`src/rtl/pitsq_pkg.sv`:
```
// shared types, codes and constants for the counter-0 square wave sound core
// used by pitsq_ctrl, pitsq_datapath and the top level
`default_nettype none

package pitsq_pkg;

  localparam int INPUT_CLOCK_HZ_DEF = 894886;
  localparam int SAMPLE_RATE_HZ_DEF = 44100;
  localparam int BASE_AMPLITUDE_DEF = 8192;

  localparam int AMP_W  = 15;
  localparam int PROD_W = 22;
  localparam int CFG_W  = 7;
  localparam int IDX_W  = 2;

  // exact floor(x / 100) for any x below 2**22
  localparam logic [22:0] DIV100_MUL   = 23'd5368710;
  localparam int          DIV100_SHIFT = 29;

  typedef enum logic [1:0] {
    CMD_MEM  = 2'd0,
    CMD_IO   = 2'd1,
    CMD_TICK = 2'd2,
    CMD_NONE = 2'd3
  } cmd_t;

  localparam logic [IDX_W-1:0] REG_VOLUME = 2'd0;
  localparam logic [IDX_W-1:0] REG_PAN    = 2'd1;
  localparam logic [IDX_W-1:0] REG_FORCE  = 2'd2;

  localparam logic [7:0] MEM_PAGE     = 8'hE0;
  localparam logic [7:0] MEM_COUNT    = 8'h04;
  localparam logic [7:0] MEM_CONTROL  = 8'h07;
  localparam logic [7:0] MEM_GATE     = 8'h08;

  localparam logic [7:0] PORT_UNMAP   = 8'hE1;
  localparam logic [7:0] PORT_MAP_A   = 8'hE3;
  localparam logic [7:0] PORT_MAP_B   = 8'hE4;
  localparam logic [7:0] PORT_LOCK    = 8'hE5;
  localparam logic [7:0] PORT_UNLOCK  = 8'hE6;
  localparam logic [7:0] PORT_DISPLAY = 8'hCE;

  localparam logic [1:0] LOAD_NONE = 2'd0;
  localparam logic [1:0] LOAD_LSB  = 2'd1;
  localparam logic [1:0] LOAD_MSB  = 2'd2;
  localparam logic [1:0] LOAD_BOTH = 2'd3;

  localparam logic [6:0] PCT_MAX = 7'd100;

  typedef struct packed {
    logic latch;
    logic exec;
    logic step;
    logic mul0;
    logic mul1;
    logic mul2;
    logic emit;
  } pitsq_cmd_t;

  typedef struct packed {
    cmd_t kind;
    logic silent;
    logic residue_ge;
    logic out_full;
  } pitsq_stat_t;

  function automatic logic [15:0] div100(input logic [PROD_W-1:0] x);
    logic [44:0] p;
    p = 45'(x) * 45'(DIV100_MUL);
    return p[44:DIV100_SHIFT];
  endfunction

endpackage

`default_nettype wire

```
`src/rtl/pitsq_ctrl.sv`:
```
// sequencer for the square wave sound core: input handshake and step order
// depends on pitsq_pkg for the command and status structs
`default_nettype none

module pitsq_ctrl (
  input  wire logic               clk,
  input  wire logic               rst,
  input  wire logic               s_tvalid,
  output logic                    s_tready,
  input  wire pitsq_pkg::pitsq_stat_t stat,
  output pitsq_pkg::pitsq_cmd_t   ctl
);

  typedef enum logic [6:0] {
    ST_IDLE = 7'b0000001,
    ST_EXEC = 7'b0000010,
    ST_STEP = 7'b0000100,
    ST_MUL0 = 7'b0001000,
    ST_MUL1 = 7'b0010000,
    ST_MUL2 = 7'b0100000,
    ST_EMIT = 7'b1000000
  } state_t;

  state_t state, state_next;

  always_comb begin
    state_next = state;
    case (state)
      ST_IDLE: if (s_tvalid) state_next = ST_EXEC;
      ST_EXEC: begin
        if (stat.kind == pitsq_pkg::CMD_TICK) begin
          state_next = stat.silent ? ST_EMIT : ST_STEP;
        end else begin
          state_next = ST_IDLE;
        end
      end
      ST_STEP: if (!stat.residue_ge) state_next = ST_MUL0;
      ST_MUL0: state_next = ST_MUL1;
      ST_MUL1: state_next = ST_MUL2;
      ST_MUL2: state_next = ST_EMIT;
      ST_EMIT: if (!stat.out_full) state_next = ST_IDLE;
      default: state_next = ST_IDLE;
    endcase
  end

  always_ff @(posedge clk) begin
    if (rst) begin
      state <= ST_IDLE;
    end else begin
      state <= state_next;
    end
  end

  assign s_tready  = (state == ST_IDLE);
  assign ctl.latch = (state == ST_IDLE) && s_tvalid;
  assign ctl.exec  = (state == ST_EXEC);
  assign ctl.step  = (state == ST_STEP);
  assign ctl.mul0  = (state == ST_MUL0);
  assign ctl.mul1  = (state == ST_MUL1);
  assign ctl.mul2  = (state == ST_MUL2);
  assign ctl.emit  = (state == ST_EMIT);

endmodule

`default_nettype wire

```
`src/rtl/pitsq_datapath.sv`:
```
// timer state, write decoding, counter stepping, sample scaling, output register
// depends on pitsq_pkg; driven by pitsq_ctrl
`default_nettype none

module pitsq_datapath #(
  parameter int INPUT_CLOCK_HZ = pitsq_pkg::INPUT_CLOCK_HZ_DEF,
  parameter int SAMPLE_RATE_HZ = pitsq_pkg::SAMPLE_RATE_HZ_DEF,
  parameter int BASE_AMPLITUDE = pitsq_pkg::BASE_AMPLITUDE_DEF
) (
  input  wire logic                          clk,
  input  wire logic                          rst,
  input  wire logic [23:0]                   s_tdata,
  input  wire logic [1:0]                    s_tuser,
  input  wire logic                          cfg_valid,
  input  wire logic [pitsq_pkg::IDX_W-1:0]   cfg_index,
  input  wire logic [pitsq_pkg::CFG_W-1:0]   cfg_data,
  output logic                               m_tvalid,
  input  wire logic                          m_tready,
  output logic [39:0]                        m_tdata,
  input  wire pitsq_pkg::pitsq_cmd_t         ctl,
  output pitsq_pkg::pitsq_stat_t             stat
);

  localparam int RES_W = $clog2(INPUT_CLOCK_HZ + SAMPLE_RATE_HZ);
  localparam logic [RES_W-1:0] ICLK = RES_W'(INPUT_CLOCK_HZ);
  localparam logic [RES_W-1:0] SRATE = RES_W'(SAMPLE_RATE_HZ);
  localparam logic [pitsq_pkg::AMP_W-1:0] BASE_C = pitsq_pkg::AMP_W'(BASE_AMPLITUDE);

  // latched item
  pitsq_pkg::cmd_t cmd_q;
  logic [15:0] addr_q;
  logic [7:0]  data_q;

  // configuration
  logic [6:0] volume;
  logic [6:0] pan;
  logic       force_active;

  // timer state
  logic        gate_open, counter_running, square_mode, output_level;
  logic [16:0] reload_count;
  logic [15:0] down_count;
  logic [RES_W-1:0] cycle_residue;
  logic [1:0]  load_kind;
  logic        awaiting_high_byte;
  logic [7:0]  held_low_byte;
  logic        legacy_mode, periph_mapped, periph_locked;
  logic [7:0]  write_events;

  // scaling pipeline
  logic                          silent_q;
  logic [pitsq_pkg::PROD_W-1:0]  prod;
  logic [8:0]                    p256;
  logic [pitsq_pkg::AMP_W-1:0]   amp;
  logic [23:0]                   mag_l, mag_r;

  // output register
  logic        out_valid;
  logic [15:0] out_left, out_right;
  logic [7:0]  out_events;

  logic        active, mem_hit, silent, fix_down;
  logic [7:0]  lo;
  logic [15:0] half_up, half_dn, dc_dec;
  logic        ctl_ok;
  logic        lc_req;
  logic [15:0] lc_val;
  logic [16:0] lc_full;
  logic [6:0]  vol_sat, pan_sat;
  logic [15:0] left_val, right_val;

  function automatic logic [15:0] scale(input logic high, input logic [23:0] m);
    logic [24:0] t;
    t = {1'b0, m} + 25'd255;
    if (high) return m[23:8];
    return 16'(16'd0 - t[23:8]);
  endfunction

  always_comb begin
    active   = force_active || (legacy_mode && periph_mapped && !periph_locked);
    lo       = addr_q[7:0];
    mem_hit  = (addr_q[15:8] == pitsq_pkg::MEM_PAGE) && (lo >= pitsq_pkg::MEM_COUNT)
               && (lo <= pitsq_pkg::MEM_GATE);
    silent   = !(gate_open && counter_running && square_mode
                 && (reload_count[16:1] != 16'd0) && active);
    half_up  = 16'((18'(reload_count) + 18'd1) >> 1);
    half_dn  = reload_count[16:1];
    fix_down = (down_count == 16'd0) || (17'(down_count) > reload_count);
    dc_dec   = down_count - 16'd1;
    ctl_ok   = (data_q[7:6] == 2'd0) && (data_q[5:4] != 2'd0);

    // count byte write
    lc_req = 1'b0;
    lc_val = 16'd0;
    case (load_kind)
      pitsq_pkg::LOAD_LSB: begin
        lc_req = 1'b1;
        lc_val = {reload_count[15:8], data_q};
      end
      pitsq_pkg::LOAD_MSB: begin
        lc_req = 1'b1;
        lc_val = {data_q, reload_count[7:0]};
      end
      pitsq_pkg::LOAD_BOTH: begin
        lc_req = awaiting_high_byte;
        lc_val = {data_q, held_low_byte};
      end
      default: begin
        lc_req = 1'b0;
      end
    endcase
    // a count of zero means 0x10000
    lc_full = (lc_val == 16'd0) ? 17'h10000 : 17'(lc_val);

    vol_sat = (volume > pitsq_pkg::PCT_MAX) ? pitsq_pkg::PCT_MAX : volume;
    pan_sat = (pan > pitsq_pkg::PCT_MAX) ? pitsq_pkg::PCT_MAX : pan;

    left_val  = silent_q ? 16'd0 : scale(output_level, mag_l);
    right_val = silent_q ? 16'd0 : scale(output_level, mag_r);
  end

  always_ff @(posedge clk) begin
    if (ctl.latch) begin
      cmd_q  <= pitsq_pkg::cmd_t'(s_tuser);
      addr_q <= s_tdata[15:0];
      data_q <= s_tdata[23:16];
    end
    if (ctl.mul0) begin
      prod <= pitsq_pkg::PROD_W'(BASE_C) * pitsq_pkg::PROD_W'(vol_sat);
      p256 <= 9'(pitsq_pkg::div100(pitsq_pkg::PROD_W'({pan_sat, 8'd0})));
    end
    if (ctl.mul1) begin
      amp <= pitsq_pkg::AMP_W'(pitsq_pkg::div100(prod));
    end
    if (ctl.mul2) begin
      mag_l <= 24'(amp) * 24'(9'd256 - p256);
      mag_r <= 24'(amp) * 24'(p256);
    end
    if (ctl.emit && !out_valid) begin
      out_left   <= left_val;
      out_right  <= right_val;
      out_events <= write_events;
    end
  end

  always_ff @(posedge clk) begin
    if (rst) begin
      volume             <= 7'd100;
      pan                <= 7'd50;
      force_active       <= 1'b0;
      gate_open          <= 1'b0;
      counter_running    <= 1'b0;
      square_mode        <= 1'b0;
      reload_count       <= 17'd0;
      down_count         <= 16'd0;
      output_level       <= 1'b1;
      cycle_residue      <= '0;
      load_kind          <= pitsq_pkg::LOAD_NONE;
      awaiting_high_byte <= 1'b0;
      held_low_byte      <= 8'd0;
      legacy_mode        <= 1'b1;
      periph_mapped      <= 1'b1;
      periph_locked      <= 1'b0;
      write_events       <= 8'd0;
      silent_q           <= 1'b0;
      out_valid          <= 1'b0;
    end else begin
      if (cfg_valid) begin
        case (cfg_index)
          pitsq_pkg::REG_VOLUME: volume <= cfg_data;
          pitsq_pkg::REG_PAN:    pan <= cfg_data;
          pitsq_pkg::REG_FORCE:  force_active <= cfg_data[0];
          default: ;
        endcase
      end

      if (ctl.exec) begin
        case (cmd_q)
          pitsq_pkg::CMD_MEM: begin
            if (mem_hit) begin
              write_events <= write_events + 8'd1;
              if (active) begin
                case (lo)
                  pitsq_pkg::MEM_COUNT: begin
                    if (load_kind == pitsq_pkg::LOAD_BOTH) begin
                      awaiting_high_byte <= !awaiting_high_byte;
                      if (!awaiting_high_byte) held_low_byte <= data_q;
                    end
                    if (lc_req) begin
                      reload_count    <= lc_full;
                      down_count      <= 16'((18'(lc_full) + 18'd1) >> 1);
                      output_level    <= 1'b1;
                      counter_running <= 1'b1;
                    end
                  end
                  pitsq_pkg::MEM_CONTROL: begin
                    if (ctl_ok) begin
                      load_kind          <= data_q[5:4];
                      awaiting_high_byte <= 1'b0;
                      square_mode        <= (data_q[3:1] == 3'd3);
                      counter_running    <= 1'b0;
                      output_level       <= 1'b1;
                    end
                  end
                  pitsq_pkg::MEM_GATE: gate_open <= data_q[0];
                  default: ;
                endcase
              end
            end
          end
          pitsq_pkg::CMD_IO: begin
            case (lo)
              pitsq_pkg::PORT_UNMAP: periph_mapped <= 1'b0;
              pitsq_pkg::PORT_MAP_A, pitsq_pkg::PORT_MAP_B: begin
                periph_mapped <= 1'b1;
                periph_locked <= 1'b0;
              end
              pitsq_pkg::PORT_LOCK:    periph_locked <= 1'b1;
              pitsq_pkg::PORT_UNLOCK:  periph_locked <= 1'b0;
              pitsq_pkg::PORT_DISPLAY: legacy_mode <= data_q[3];
              default: ;
            endcase
          end
          pitsq_pkg::CMD_TICK: begin
            silent_q <= silent;
            if (!silent) begin
              cycle_residue <= cycle_residue + ICLK;
              if (fix_down) down_count <= half_up;
            end
          end
          default: ;
        endcase
      end

      // one input-clock cycle of the counter per step
      if (ctl.step && stat.residue_ge) begin
        cycle_residue <= cycle_residue - SRATE;
        if (dc_dec == 16'd0) begin
          output_level <= !output_level;
          down_count   <= output_level ? half_dn : half_up;
        end else begin
          down_count <= dc_dec;
        end
      end

      if (out_valid && m_tready) out_valid <= 1'b0;
      if (ctl.emit && !out_valid) out_valid <= 1'b1;
    end
  end

  assign stat.kind       = cmd_q;
  assign stat.silent     = silent;
  assign stat.residue_ge = (cycle_residue >= SRATE);
  assign stat.out_full   = out_valid;

  assign m_tvalid = out_valid;
  assign m_tdata  = {out_events, out_right, out_left};

  a_residue_reduced: assert property (@(posedge clk) disable iff (rst)
    ctl.mul0 |-> (cycle_residue < SRATE))
    else $error("residue not reduced below the sample rate after stepping");

  a_step_nonzero: assert property (@(posedge clk) disable iff (rst)
    ctl.step |-> (down_count != 16'd0))
    else $error("down count is zero while stepping");

  a_running_loaded: assert property (@(posedge clk) disable iff (rst)
    counter_running |-> (reload_count != 17'd0))
    else $error("counter running without a loaded count");

  a_silent_zero: assert property (@(posedge clk) disable iff (rst)
    (ctl.emit && !out_valid && silent_q) |=> (out_left == 16'd0 && out_right == 16'd0))
    else $error("silent tick produced a nonzero sample");

endmodule

`default_nettype wire

```
`src/rtl/pit_counter0_square_wave_sound_core.sv`:
```
// top level of the counter-0 square wave sound core
// instantiates pitsq_ctrl and pitsq_datapath; depends on pitsq_pkg
`default_nettype none

// Square-wave sound source modeled on counter 0 of an 8253 timer in mode 3.
// Input transactions carry a kind in s_tuser (memory write, port write, sample
// tick); only sample ticks produce an output transaction, a stereo sample plus
// the running count of E004..E008 writes. Memory and port writes are carried
// out in EXEC, after which the core returns to IDLE. A silent tick goes from
// EXEC to EMIT; a sounding tick passes through EXEC, STEP, MUL0, MUL1, MUL2 and
// EMIT. In STEP the counter advances N = (residue + INPUT_CLOCK_HZ) /
// SAMPLE_RATE_HZ input-clock cycles for that sample, one cycle per clock in
// a single subtract-and-decrement step. A tick also waits while the output
// register still holds an untaken sample. Configuration writes are always ready.
module pit_counter0_square_wave_sound_core #(
  parameter int INPUT_CLOCK_HZ = pitsq_pkg::INPUT_CLOCK_HZ_DEF,
  parameter int SAMPLE_RATE_HZ = pitsq_pkg::SAMPLE_RATE_HZ_DEF,
  parameter int BASE_AMPLITUDE = pitsq_pkg::BASE_AMPLITUDE_DEF
) (
  input  wire logic                         clk,
  input  wire logic                         rst,
  input  wire logic                         s_tvalid,
  output logic                              s_tready,
  input  wire logic [23:0]                  s_tdata,   // address[15:0], data[23:16]
  input  wire logic [1:0]                   s_tuser,   // cmd[1:0]
  output logic                              m_tvalid,
  input  wire logic                         m_tready,
  output logic [39:0]                       m_tdata,   // left_sample[15:0],
                                                       // right_sample[31:16],
                                                       // event_count[39:32]
  input  wire logic                         cfg_valid,
  output logic                              cfg_ready,
  input  wire logic [pitsq_pkg::IDX_W-1:0]  cfg_index,
  input  wire logic [pitsq_pkg::CFG_W-1:0]  cfg_data
);

  pitsq_pkg::pitsq_cmd_t  ctl;
  pitsq_pkg::pitsq_stat_t stat;

  assign cfg_ready = 1'b1;

  pitsq_ctrl u_ctrl (
    .clk      (clk),
    .rst      (rst),
    .s_tvalid (s_tvalid),
    .s_tready (s_tready),
    .stat     (stat),
    .ctl      (ctl)
  );

  pitsq_datapath #(
    .INPUT_CLOCK_HZ (INPUT_CLOCK_HZ),
    .SAMPLE_RATE_HZ (SAMPLE_RATE_HZ),
    .BASE_AMPLITUDE (BASE_AMPLITUDE)
  ) u_datapath (
    .clk       (clk),
    .rst       (rst),
    .s_tdata   (s_tdata),
    .s_tuser   (s_tuser),
    .cfg_valid (cfg_valid),
    .cfg_index (cfg_index),
    .cfg_data  (cfg_data),
    .m_tvalid  (m_tvalid),
    .m_tready  (m_tready),
    .m_tdata   (m_tdata),
    .ctl       (ctl),
    .stat      (stat)
  );

endmodule

`default_nettype wire
```
`config.mk`:
```
export PLATFORM = sky130hd
export DESIGN_NAME = pit_counter0_square_wave_sound_core
export DESIGN_NICKNAME = d
export VERILOG_FILES = /design/src/rtl/pitsq_pkg.sv /design/src/rtl/pitsq_ctrl.sv /design/src/rtl/pitsq_datapath.sv /design/src/rtl/pit_counter0_square_wave_sound_core.sv
export SDC_FILE = /design/constraint.sdc
export NUM_CORES = 1
export LEC_CHECK = 0
export BUFFER_PORTS_ARGS = -buffer_cell sky130_fd_sc_hd__buf_2
export CORE_MARGIN = 2
export CORE_UTILIZATION = 55
export CTS_CLUSTER_SIZE = 14
export DETAILED_ROUTE_END_ITERATION = 8
export GPL_TIMING_DRIVEN = 0
export PLACE_DENSITY = 0.72
export SYNTH_ARGS = -nofsm -noshare
export SYNTH_HDL_FRONTEND = slang
export SYNTH_HIERARCHICAL = 1
export SYNTH_SLANG_ARGS = --single-unit
export TNS_END_PERCENT = 1
```
`constraint.sdc`:
```
create_clock -name clk -period 16.48 [get_ports clk]
set_clock_uncertainty 0.1 [all_clocks]
set_input_delay 1.648 -clock clk [delete_from_list [all_inputs] [get_ports clk]]
set_output_delay 1.648 -clock clk [all_outputs]
set_load 0.005 [all_outputs]
```
# Word level (Yosys, flattened, before mapping)
# Cells that the tools add are included.
# word_totals
in_bits,40
output_inout_bits,43
elab_cells,194
register_bits,248
# classes
add_sub_neg,11
n_mul,4
n_reduce_logical,56
bitwise,1
n_eq_ne,37
n_mux,48
n_lt_le_gt_ge,6
# op_table
operator,count
$mux W16,14
$mux W20,4
$mul A7 B22 Y29 const B,2
$eq A8 B8 Y1 const B,7
$pmux W7 S7,1
$add A24 B8 Y24 const B,2
$logic_not A16 Y1,3
$pmux W16 S3,1
$mux W7,6
$add A17 B1 Y17 const B,2
$pmux W16 S2,1
$sub A1 B16 Y16 const A,2
$mul A15 B24 Y24,1
$mul A15 B9 Y24,1
$reduce_and A7 Y1,3
$add A20 B20 Y20 const B,1
$ge A20 B16 Y1 const B,1
$sub A20 B16 Y20 const B,1
$reduce_and A3 Y1,6
$gt A16 B17 Y1,1
$mux W17,1
$eq A8 B3 Y1 const B,2
$reduce_bool A16 Y1,1
$reduce_bool A2 Y1,8
other kinds (35),91

# Depth between registers and ports, before layout
# Gate-level depths: netlist of run 1.
# depth
ltp_word,12
ltp_mapped,27
depth_no_buf,25

# Cells and area by module
# The synthesis of run 1 kept the hierarchy.
# by_module_without_submodules
mod,n_inst,cells_each,area_each_um2,seq_area_each_um2
pitsq_datapath,1,2691,24915.1,6195.9
pitsq_ctrl,1,58,473.0,140.1
pit_counter0_square_wave_sound_core,1,2,11.3,0.0

# Least setup slack after synthesis of run 1
# Ideal clock, no wire load.
# synth_timing
path_kind,reg-to-reg
start,register u_datapath.p256[0]
end,"register u_datapath.mag_l[23], data pin"
setup_slack_ps,10063
required_time_ps,16120
n_path_buf,2
synth_period_minus_slack_ps,6417
setup_time_ps,260
path_stages_with_launch,26
arrival_time_ps,6057
path_cell_list,edfxtp_1 clkbuf_1 inv_1 ha_1 nand2_1 nor3_1 xnor2_1 clkbuf_1 nand2_1 fa_1 inv_1 fa_1 fa_1 fa_1 inv_1 fa_1 inv_1 ha_1 and3_1 and3_1 a21oi_1 a221o_1 o311a_1 o21bai_1 a21oi_1 xnor2_1
# synth_via
elab_chain_cells,2
# synth_lines
element,line,text
"start, declared",pitsq_datapath.sv:53,logic [8:0] p256;
"start signal, assigned",pitsq_datapath.sv:130,"p256 <= 9'(pitsq_pkg::div100(pitsq_pkg::PROD_W'({pan_sat, 8'd0})));"
$sub A9 B9 Y10,pitsq_datapath.sv:136,mag_l <= 24'(amp) * 24'(9'd256 - p256);
$mul A15 B24 Y24,pitsq_datapath.sv:136,
"end signal, assigned",pitsq_datapath.sv:136,
"end, declared",pitsq_datapath.sv:55,"logic [23:0] mag_l, mag_r;"
# No other way between the ends.
# A chain may end at the register's enable or synchronous reset.

# Worst setup path after layout of run 1
# layout_timing
start,register u_datapath.p256[1]
end,"register u_datapath.mag_l[23], data pin"
# The elaborated chain is that of the path after synthesis.

==> summary.txt, run 1 <==
Status
  • Outcome: completed

Cells and area
  • Post-route design area: ~28000 um^2
  • ANT cells: 0
  • Commonest non-fill, non-tap cell in the layout: inv_1
  • Layout cells sized above 1: 7.24%
  • Most frequent cells in the layout: inv_1, ha_1, nand2_1, fa_1, nor2_1
  • Layout Cells excl Fill: between 3000 and 4000
  • Fin util: between 60% and 70%
  • Layout net count: approximately 3400
  • P&R area growth vs syn: 8.54%

Placement
  • DP Area: between 20000 and 30000 um^2
  • Placer congestion estimate: ~0.93
  • Post-DP HPWL: approximately 52000 um
  • # placed instances: between 3000 and 4000
  • Pre-CTS setup slack: approximately 8.6 ns
  • Buffers on Ports: between 80 and 90

Logic synthesis
  • Sequential cell area fraction in the yosys report: 24.9%
  • Yosys warnings: 6
  • Synth Net Count: about 3300
  • FF+latch count, synth: about 250
  • Top cell type by total area after synthesis: fa_1
  • Syn avg cell area: ~9.2 um^2
  • Yosys top cell area share: a little under a fifth
  • Post-synth EDFFs: approximately 140
  • Syn Inst Count: 2751
  • Ys async rst share: 0%
  • Post-synthesis cell area: 25400 um^2
  • Synth Flop Type: edfxtp_1
  • Post-synth cell types: just over 90
  • Top cells by area, synth: fa_1, edfxtp_1, ha_1

Floorplanning
  • Rows: between 70 and 80
  • Top Ports: 83
  • Die H: 219 um
  • Starting Density: 55.8%
  • Die area: 47900 um^2
  • CORE AREA: ~45000 um^2
  • DIE WIDTH: ~220 um

Timing
  • Worst hold slack: between 0.3 and 0.4 ns
  • Final Critical Period: 7.99 ns
  • Hold Fails Final Rpt: 0
  • RSZ-0062 raised after global routing: false
  • Max Freq: around 130 MHz
  • Slew Viols, Final: 0
  • Setup ws final: roughly 8.5 ns
  • TNS Setup: 0 ns
  • Worst-Margin Slew: approximately 1.1 ns
  • Final setup violation count: 0
  • Worst slew margin relative to its limit: between 20% and 30%
  • Final period utilization: between 40 and 50%

Setup path
  • CP Max Fanout: 10
  • Reg2Reg Depth: 25
  • Crit path kind: reg2reg
  • Critical Path AT: 8.19 ns
  • CP startpoint kind: register
  • Worst path slowest cell: fa_1
  • Top cell by count, worst path: fa_1
  • Crit end category: register
  • Slowest stage delay, CP: 0.57 ns
  • Worst path required time: approximately 17 ns

CTS
  • Clk sinks: between 200 and 250
  • Setup Fix Bufs, Post-CTS: 0
  • CTS tree: yes
  • Clk buf depth: 3
  • CTS H-tree lvls: 1
  • CTS clk-pin slew, worst paths: roughly 0.080 ns
  • Num CTS Buffers: 28
  • Clock Root Buffer: clkbuf_16
  • Worst skew pair latency: slightly below 0.6 ns
  • CTS resizes: 0
  • CTS Hold Bufs: 0

Min path
  • Worst hold path class: reg2reg
  • Worst hold path stage count: 0

Power
  • Leak: between 10 and 15 nW
  • Pwr dens: 53.9 nW/um^2
  • Worst vdd ir: 0.0986 mV
  • Power consumption: between 1 and 1.5 mW

Route
  • Post-route DRC: 0
  • Vias per cell: 5.66
  • WL/cell: around 18 um
  • DRT Pass-1 Iters: 6
  • Via count: 19747
  • DR iter-0 viols: 1519
  • DRT Wirelength: approximately 64000 um
  • Antenna Violating Nets Remaining: 0

Global route
  • Initial antenna violation count: 1
  • Gr ovfl total: 0
  • GRT Max-Usage Layer: met2
  • Met3 Usage GRT: 2.88%
  • Met2 Usage GRT: approximately 46%
  • Largest net degree at the start of global routing: 38
  • First-pass GRT wire length: 105000 um
  • Number of global-route vias before repair: approximately 20000
  • All-layer global routing usage: a little over a quarter
  • Met1 GRT Util: roughly two fifths

Job
  • Max Cap Viol: 0
worst paths after layout:
kind / end / slack, ns / from
worst max-delay path: u_datapath/mag_l[23] / 8.49 / u_datapath/p256[1]
worst min-delay path: u_datapath/out_events[7] / 0.36 / u_datapath/write_events[7]
worst max register to register: u_datapath/mag_l[23] / 8.49 / u_datapath/p256[1]
worst min register to register: u_datapath/out_events[7] / 0.36 / u_datapath/write_events[7]
report_power, final:
| part | switching, mW | internal [mW] | total, mW |
|---|---|---|---|
| combinational | 0.105 | 0.0771 | 0.182 |
| sequential | 0.00749 | 0.657 | 0.664 |
| clock | 0.276 | 0.365 | 0.640 |
| total | 0.388 | 1.10 | 1.49 |
layout make-up:
type                    instances  area (um^2)
plain buffers                 111          539
clock buffers                  32          756
clock inverters                20          201
fillers                      3984        17900
inverters                     387         1450
multi-input cells            2008        17100
flip-flops and latches        245         6340
well taps                     600          751
repair buffers                 83          445
cell usage after synthesis (all sizes together) (14+ instances only):
library cell  count
inv             387
ha              295
nand2           269
fa              230
nor2            203
edfxtp          143
xnor2           124
a21oi           123
and2            120
dfxtp           102
clkbuf           87
nor3             69
o21ai            61
mux2i            40
nand3            40
xor2             39
nor4             30
nor2b            29
or3              27
a211oi           25
or2              24
buf              22
and3             21
a21o             20
nand4            20
nand2b           16
o21bai           14
per-layer routing:
metal | vias up | share of wire [%]
li1 | 9424 | -
met1 | 9631 | 45
met2 | 617 | 47
met3 | 75 | 5.7
met4 | 0 | 2.1
met5 | - | 0
critical path, delay by kind of cell (launching register included):
family / cells / cell delay [ns]
AOI/OAI and AO/OA: 5 / 1.17
xor gates and xnor gates: 2 / 0.86
adders and majority gates: 7 / 3.24
buffers and inverters: 6 / 1.25
DFF: 1 / 0.32
and+or+nand+nor: 5 / 0.71
registers in the layout, summed over array words and instances, names as in the netlist, 16 cells and up:
register and count:
u_datapath/out_left 16, u_datapath/mag_l 24, u_datapath/reload_count 17, u_datapath/cycle_residue 19, u_datapath/addr_q 16, u_datapath/down_count 16, u_datapath/mag_r 23, u_datapath/out_right 16
kinds of logic after synthesis:
kind of cell	count (synthesis)	share of synthesized area [%]
compound gates	354	9.11
xor+xnor	163	5.62
fa+ha+maj	525	32.7
mux	42	1.67
flops	245	24.9
other cells	1	0.0148
buf+inv	498	7.84
simple gates	923	18.1
(Power assumes the default switching activity.)
==> run 2: changes to the inputs <==
==> constraint.sdc (replaced) <==
create_clock -name clk -period 8.2 [get_ports clk]
set_clock_uncertainty 0.1 [all_clocks]
set_input_delay 0.82 -clock clk [delete_from_list [all_inputs] [get_ports clk]]
set_output_delay 0.82 -clock clk [all_outputs]
set_load 0.005 [all_outputs]
==> run 2 against run 1 <==
Effect of this change: clock power up 100%; cell count unchanged; total power grew 100%; worst hold slack worse by 0.056 ns; sequential share of layout area hardly changed; die area is the same; global-route usage did not move; register-to-register slack worse by 8.2 ns; count of clock-buffer cells in the layout unchanged; critical endpoint unchanged.
==> summary.txt, run 2 (synthesis results as in run 1) <==
Route
  • Via count: 19785 (+0.19%)
  • Antenna Violating Nets Remaining: 0 (unchanged)
  • WL/cell: 18.4 um (about the same)
  • DR iter-0 viols: 1480 (-2.6%)
  • Post-route DRC: 0 (unchanged)
  • Vias per cell: 5.68 (+0.19%)
  • DRT Pass-1 Iters: 8 (+2)
  • DRT Wirelength: 64100 um (about the same)

Setup path
  • FF-to-FF End: u_datapath/mag_l[23]
  • Reg2Reg Depth: 24 (-4.0%)
  • Flop-to-flop setup slack: 0.27 ns (-8.22 ns)
  • Crit path kind: reg2reg
  • Crit end category: register
  • Worst path required time: 8.40 ns (-8.28 ns)
  • CP Max Fanout: 10 (unchanged)
  • Critical Path AT: 8.12 ns (-0.07 ns)
  • Critical R2R Launch: u_datapath/p256[2]
  • CP startpoint kind: register

Global route
  • Number of global-route vias before repair: 20095 (unchanged)
  • Largest net degree at the start of global routing: 38 (unchanged)
  • Gr ovfl total: 0 (unchanged)
  • Initial antenna violation count: 1 (unchanged)
  • All-layer global routing usage: 27.3% (unchanged)
  • First-pass GRT wire length: 105000 um (unchanged)

CTS
  • CTS tree: yes
  • CTS clk-pin slew, worst paths: 0.07 ns (about the same)
  • CTS H-tree lvls: 1 (unchanged)
  • CTS resizes: 0 (unchanged)
  • Num CTS Buffers: 28 (unchanged)
  • Clk sinks: 245 (unchanged)
  • Clk buf depth: 3 (unchanged)
  • Setup Fix Bufs, Post-CTS: 0 (unchanged)
  • Clock Root Buffer: clkbuf_16
  • Worst skew pair latency: 0.59 ns (about the same)
  • CTS Hold Bufs: 0 (unchanged)

Floorplanning
  • Rows: 78 (unchanged)
  • Die area: 47900 um^2 (unchanged)
  • CORE AREA: 45500 um^2 (unchanged)
  • DIE WIDTH: 219 um (unchanged)
  • Die H: 219 um (unchanged)
  • Starting Density: 55.8% (unchanged)
  • Top Ports: 83 (unchanged)

Power
  • Sw frac: 26.0% (-0.080 points)
  • P_sw: 0.776 mW (+100%)
  • Power consumption: 2.98 mW (+100%)
  • Leak: 12.6 nW (+0.68%)
  • Sequential Power Share: 44.7% (about the same)
  • Worst vdd ir: 0.198 mV (+100%)
  • Int Power: 2.21 mW (+100%)
  • Pwr dens: 108 nW/um^2 (+100%)
  • Comb pwr share: 12.2% (about the same)
  • Clk pwr share: 43.0% (about the same)

Cells and area
  • Fin util: 60.6% (about the same)
  • Layout cells sized above 1: 7.31% (+0.069 points)
  • Sequential cell area: 6340 um^2 (unchanged)
  • Post-route design area: 27600 um^2 (about the same)
  • Max FFs per register: 24 (unchanged)
  • Layout Cells excl Fill: 3486 (unchanged)
  • Largest Register: u_datapath/mag_l
  • P&R area growth vs syn: 8.57% (about the same)
  • Layout net count: 3429 (unchanged)
  • Biggest regs: u_datapath/mag_l x24, u_datapath/mag_r x23, u_datapath/cycle_residue x19
  • Commonest non-fill, non-tap cell in the layout: inv_1
  • ANT cells: 0 (unchanged)
  • Fillers: 3983 (-0.025%)
  • Area of the multi-input gates: 17100 um^2 (about the same)
  • Most frequent cells in the layout: inv_1, ha_1, nand2_1, fa_1, nor2_1

Job
  • Max Cap Viol: 0 (unchanged)

Timing
  • Final Critical Period: 7.93 ns (-0.0633 ns)
  • RSZ-0062 raised after global routing: false
  • Worst-Margin Slew: 1.14 ns (-0.00431 ns)
  • Max Freq: 126 MHz (+0.80%)
  • Worst slew margin relative to its limit: 24.1% (+0.29 points)
  • Slew Viols, Final: 0 (unchanged)
  • Setup ws final: 0.274 ns (-8.22 ns)
  • Hold Fails Final Rpt: 0 (unchanged)
  • Final period utilization: 96.7% (+48 points)
  • Final setup violation count: 0 (unchanged)
  • Worst hold slack: 0.307 ns (-0.0560 ns)
  • TNS Setup: 0 ns (unchanged)

Min path
  • Worst hold path class: in2reg
  • Worst hold path stage count: 1 (+1)
  • Min-Delay Startpoint: s_tdata[14]
  • Hold path endpoint: u_datapath/addr_q[14]

Placement
  • Buffers on Ports: 81 (unchanged)
  • DP Area: 26600 um^2 (unchanged)
  • Post-DP HPWL: 51900 um (unchanged)
  • # placed instances: 3434 (unchanged)
  • Placer congestion estimate: 0.929 (unchanged)
  • Pre-CTS setup slack: 0.337 ns (-8.28 ns)

Status
  • Outcome: completed
## run 2: power groups by stage
stage | Clock, mW | Combinational, mW | Sequential, mW
finish | 1.28 | 0.365 | 1.33
global route | 1.36 | 0.420 | 1.34
CTS | 1.30 | 0.366 | 1.33
detailed placement | 0 | 0.362 | 1.36
global placement | 0 | 0.345 | 1.36
floorplan | 0 | 0.264 | 1.35
## run 2: critical path, stage by stage (launching register included)
cell and delay, ns:
edfxtp_1 0.36, clkbuf_1 0.26, nor2_1 0.21, nand2_1 0.09
nor3_1 0.24, nand3_1 0.14, nand2_1 0.34, clkbuf_1 0.61
nor2_1 0.14, fa_1 0.55, fa_1 0.52, fa_1 0.53
fa_1 0.56, inv_1 0.06, fa_1 0.53, inv_1 0.05
ha_1 0.36, and3_1 0.22, and3_1 0.16, a21oi_1 0.09
a221o_1 0.42, o311a_1 0.41, o21bai_1 0.15, a21oi_1 0.09
xnor2_1 0.41
## run 2: layout make-up
type / instances / area share [%]
plain buffers: 111 / 1.96
clock buffers: 32 / 2.74
clock inverters: 20 / 0.730
inverters: 387 / 5.27
multi-input cells: 2008 / 62.0
flip-flops and latches: 245 / 23.0
well taps: 600 / 2.72
repair buffers: 83 / 1.62
## run 2: worst max-delay path by stage
stage / start / to / slack (ns) / cells past startpoint
2_1_floorplan: u_datapath/p256[0] / u_datapath/mag_l[23] / 1.78 / 25
3_3_place_gp: u_datapath/p256[1] / u_datapath/mag_l[23] / 0.45 / 25
3_5_place_dp: u_datapath/p256[1] / u_datapath/mag_l[23] / 0.34 / 25
4_1_cts: u_datapath/p256[1] / u_datapath/mag_l[23] / 0.26 / 25
5_1_grt: u_datapath/p256[2] / u_datapath/mag_l[23] / 0.02 / 24
6_report: u_datapath/p256[2] / u_datapath/mag_l[23] / 0.27 / 24
## run 2: routing by layer
| metal | GRT usage, % | wire (um) | vias up |
|---|---|---|---|
| met5 | 0 | 0 | - |
| met4 | 5.95 | 1450 | 0 |
| met3 | 2.88 | 3730 | 90 |
| met2 | 46.2 | 30000 | 630 |
| met1 | 38.0 | 28900 | 9643 |
| li1 | - | - | 9422 |
==> run 3: changes to the inputs <==
--- a/config.mk
+++ b/config.mk
@@ -5,13 +5,14 @@
 export SDC_FILE = /design/constraint.sdc
 export NUM_CORES = 1
 export LEC_CHECK = 0
+export ABC_CLOCK_PERIOD_IN_PS = 6600
 export BUFFER_PORTS_ARGS = -buffer_cell sky130_fd_sc_hd__buf_2
 export CORE_MARGIN = 2
 export CORE_UTILIZATION = 55
 export CTS_CLUSTER_SIZE = 14
 export DETAILED_ROUTE_END_ITERATION = 8
 export GPL_TIMING_DRIVEN = 0
-export PLACE_DENSITY = 0.72
+export PLACE_DENSITY = 0.75
 export SYNTH_ARGS = -nofsm -noshare
 export SYNTH_HDL_FRONTEND = slang
 export SYNTH_HIERARCHICAL = 1
==> constraint.sdc (replaced) <==
create_clock -name clk -period 6.6 [get_ports clk]
set_clock_uncertainty 0.1 [all_clocks]
set_input_delay 0.66 -clock clk [delete_from_list [all_inputs] [get_ports clk]]
set_output_delay 0.66 -clock clk [all_outputs]
set_load 0.005 [all_outputs]
==> run 3 against run 2 <==
Effect of this change: sequential cell count stayed put; sequential share of layout area fell by 0.65 points; fmax up 20%; cell count increased by 1.1%; combinational power increased by 21%; register-to-register slack worse by 0.27 ns; count of clock-buffer cells in the layout grew 2; critical path type unchanged; critical endpoint unchanged.
==> summary.txt, run 3 (synthesis results as in run 1) <==
Status
  • Outcome: completed

Global route
  • All-layer global routing usage: 27.4% (+0.067 points)
  • Largest net degree at the start of global routing: 38 (unchanged)
  • First-pass GRT wire length: 105000 um (about the same)
  • Initial antenna violation count: 0 (-1)
  • Number of global-route vias before repair: 20681 (+2.9%)
  • Gr ovfl total: 0 (unchanged)

Timing
  • Max Freq: 152 MHz (+20%)
  • Slew Viols, Final: 0 (unchanged)
  • Final Critical Period: 6.60 ns (-1.33 ns)
  • Hold Fails Final Rpt: 0 (unchanged)
  • RSZ-0062 raised after global routing: true
  • Final period utilization: 100% (+3.3 points)
  • Setup ws final: 0.00133 ns (-0.273 ns)
  • Worst-Margin Slew: 1.14 ns (+0.00517 ns)
  • Final setup violation count: 0 (unchanged)
  • Worst slew margin relative to its limit: 23.8% (-0.34 points)

Setup path
  • CP Max Fanout: 4 (-6)
  • CP startpoint kind: register
  • Crit end category: register
  • Critical Path AT: 6.87 ns (-1.25 ns)
  • Worst path required time: 6.87 ns (-1.53 ns)
  • Reg2Reg Depth: 25 (+4.2%)
  • Crit path kind: reg2reg

Cells and area
  • Biggest regs: u_datapath/mag_l x24, u_datapath/mag_r x23, u_datapath/cycle_residue x19
  • Layout Cells excl Fill: 3526 (+1.1%)
  • Most frequent cells in the layout: inv_1, ha_1, nand2_1, fa_1, nor2_1
  • Largest Register: u_datapath/mag_l
  • Commonest non-fill, non-tap cell in the layout: inv_1
  • Layout cells sized above 1: 10.6% (+3.3 points)
  • P&R area growth vs syn: 11.7%
  • Max FFs per register: 24 (unchanged)
  • Layout net count: 3468 (+1.1%)
  • ANT cells: 0 (unchanged)
  • Post-route design area: 28400 um^2 (+2.9%)

Power
  • Sw frac: 25.2% (-0.85 points)
  • Clk pwr share: 43.8% (+0.8 points)
  • Comb pwr share: 11.8% (-0.4 points)
  • Worst vdd ir: 0.219 mV (+10%)
  • Pwr dens: 132 nW/um^2 (+22%)
  • Sequential Power Share: 44.3% (-0.4 points)
  • P_sw: 0.941 mW (+21%)
  • Power consumption: 3.74 mW (+25%)
  • Leak: 12.9 nW (+2.8%)
  • Int Power: 2.80 mW (+27%)

Floorplanning
  • Die area: 47900 um^2 (unchanged)
  • Rows: 78 (unchanged)
  • Top Ports: 83 (unchanged)
  • CORE AREA: 45500 um^2 (unchanged)
  • DIE WIDTH: 219 um (unchanged)
  • Starting Density: 55.8% (unchanged)
  • Die H: 219 um (unchanged)

CTS
  • Worst skew pair latency: 0.59 ns (about the same)
  • CTS clk-pin slew, worst paths: 0.07 ns (about the same)
  • Clock Root Buffer: clkbuf_16
  • Clk sinks: 245 (unchanged)
  • CTS H-tree lvls: 1 (unchanged)
  • CTS tree: yes
  • Clk buf depth: 3 (unchanged)
  • Num CTS Buffers: 29 (+3.6%)
  • CTS Hold Bufs: 0 (unchanged)

Min path
  • Worst hold path class: in2reg
  • Worst hold path stage count: 1 (unchanged)

Route
  • DRT Pass-1 Iters: 8 (unchanged)
  • WL/cell: 18.4 um (about the same)
  • Via count: 20166 (+1.9%)
  • Vias per cell: 5.72 (+0.77%)
  • Post-route DRC: 0 (unchanged)
  • Antenna Violating Nets Remaining: 0 (unchanged)
  • DRT Wirelength: 64900 um (+1.2%)
  • DR iter-0 viols: 1571 (+6.1%)

Placement
  • Buffers on Ports: 81 (unchanged)
  • Placer congestion estimate: 0.925 (-0.43%)
  • # placed instances: 3434 (unchanged)
  • Post-DP HPWL: 50900 um (-1.8%)
  • DP Area: 26600 um^2 (unchanged)
  • Pre-CTS setup slack: -1.35 ns (-1.69 ns)

Job
  • Max Cap Viol: 0 (unchanged)
[run 3: cell types whose count changed in the layout (fill, tap and decap cells not counted), sizes merged]
cell and delta:
buf +51, bufinv +1, clkinvlp -1, clkbuf -11
[run 3: worst max-delay path: stages, from the launching register on]
cell,delay (ns)
edfxtp_1,0.47
nor2_4,0.19
buf_6,0.12
nand2_4,0.07
nor3_4,0.22
xnor2_4,0.14
buf_8,0.15
buf_4,0.13
buf_4,0.15
and2_1,0.17
fa_1,0.45
fa_1,0.56
inv_1,0.05
fa_1,0.48
inv_1,0.06
fa_1,0.55
inv_1,0.06
fa_1,0.53
inv_1,0.07
ha_4,0.29
inv_1,0.06
a221o_1,0.35
o311a_1,0.41
o21bai_1,0.19
a21oi_2,0.09
xnor2_2,0.28
[run 3: power by group through the flow]
stage	combinational, mW	sequential (mW)	clock [mW]
detailed placement	0.440	1.69	0
floorplan	0.328	1.68	0
global placement	0.422	1.69	0
CTS	0.445	1.66	1.67
finish	0.442	1.66	1.64
global route	0.514	1.66	1.72
[run 3: path summary, 6_finish.rpt]
path / start / to / slack, ns
worst min-delay path: s_tdata[17] / u_datapath/data_q[1] / 0.14
worst max register to register: u_datapath/p256[2] / u_datapath/mag_l[23] / 0.001
worst max-delay path: u_datapath/p256[2] / u_datapath/mag_l[23] / 0.001
worst min register to register: u_datapath/write_events[7] / u_datapath/out_events[7] / 0.36
[run 3: final cells by class]
type	count	area (um^2)
well taps	600	751
plain buffers	106	594
inverters	387	1450
fillers	3834	17100
clock buffers	34	776
clock inverters	20	218
multi-input cells	2008	17500
flip-flops and latches	245	6340
repair buffers	126	796
[run 3: timing repair]
action / CTS / global route
setup buffers: 26 / 17
endpoints found under the setup margin: 13 / 7
pin swaps: 17 / 39
gates resized for setup: 64 / 45
[run 3: stage by stage]
| step | TNS [ns] | utilization (%) | hold WS (ns) |
|---|---|---|---|
| after floorplan | 0 | - | 0.329 |
| after global placement | -6.26 | 58.4 | 0.342 |
| after detailed placement | -9.26 | 58.5 | 0.351 |
| after CTS | -0.00949 | 61.8 | 0.116 |
| after global routing | -0.249 | 62.4 | 0.123 |
| final | 0 | 62.4 | 0.144 |
[run 3: metal layers]
metal	GRT usage [%]	routed length, um	up-vias
li1	-	-	9512
met1	35.3	27200	9741
met2	46.4	30700	768
met3	4.86	4620	145
met4	9.71	2340	0
met5	0	0	-
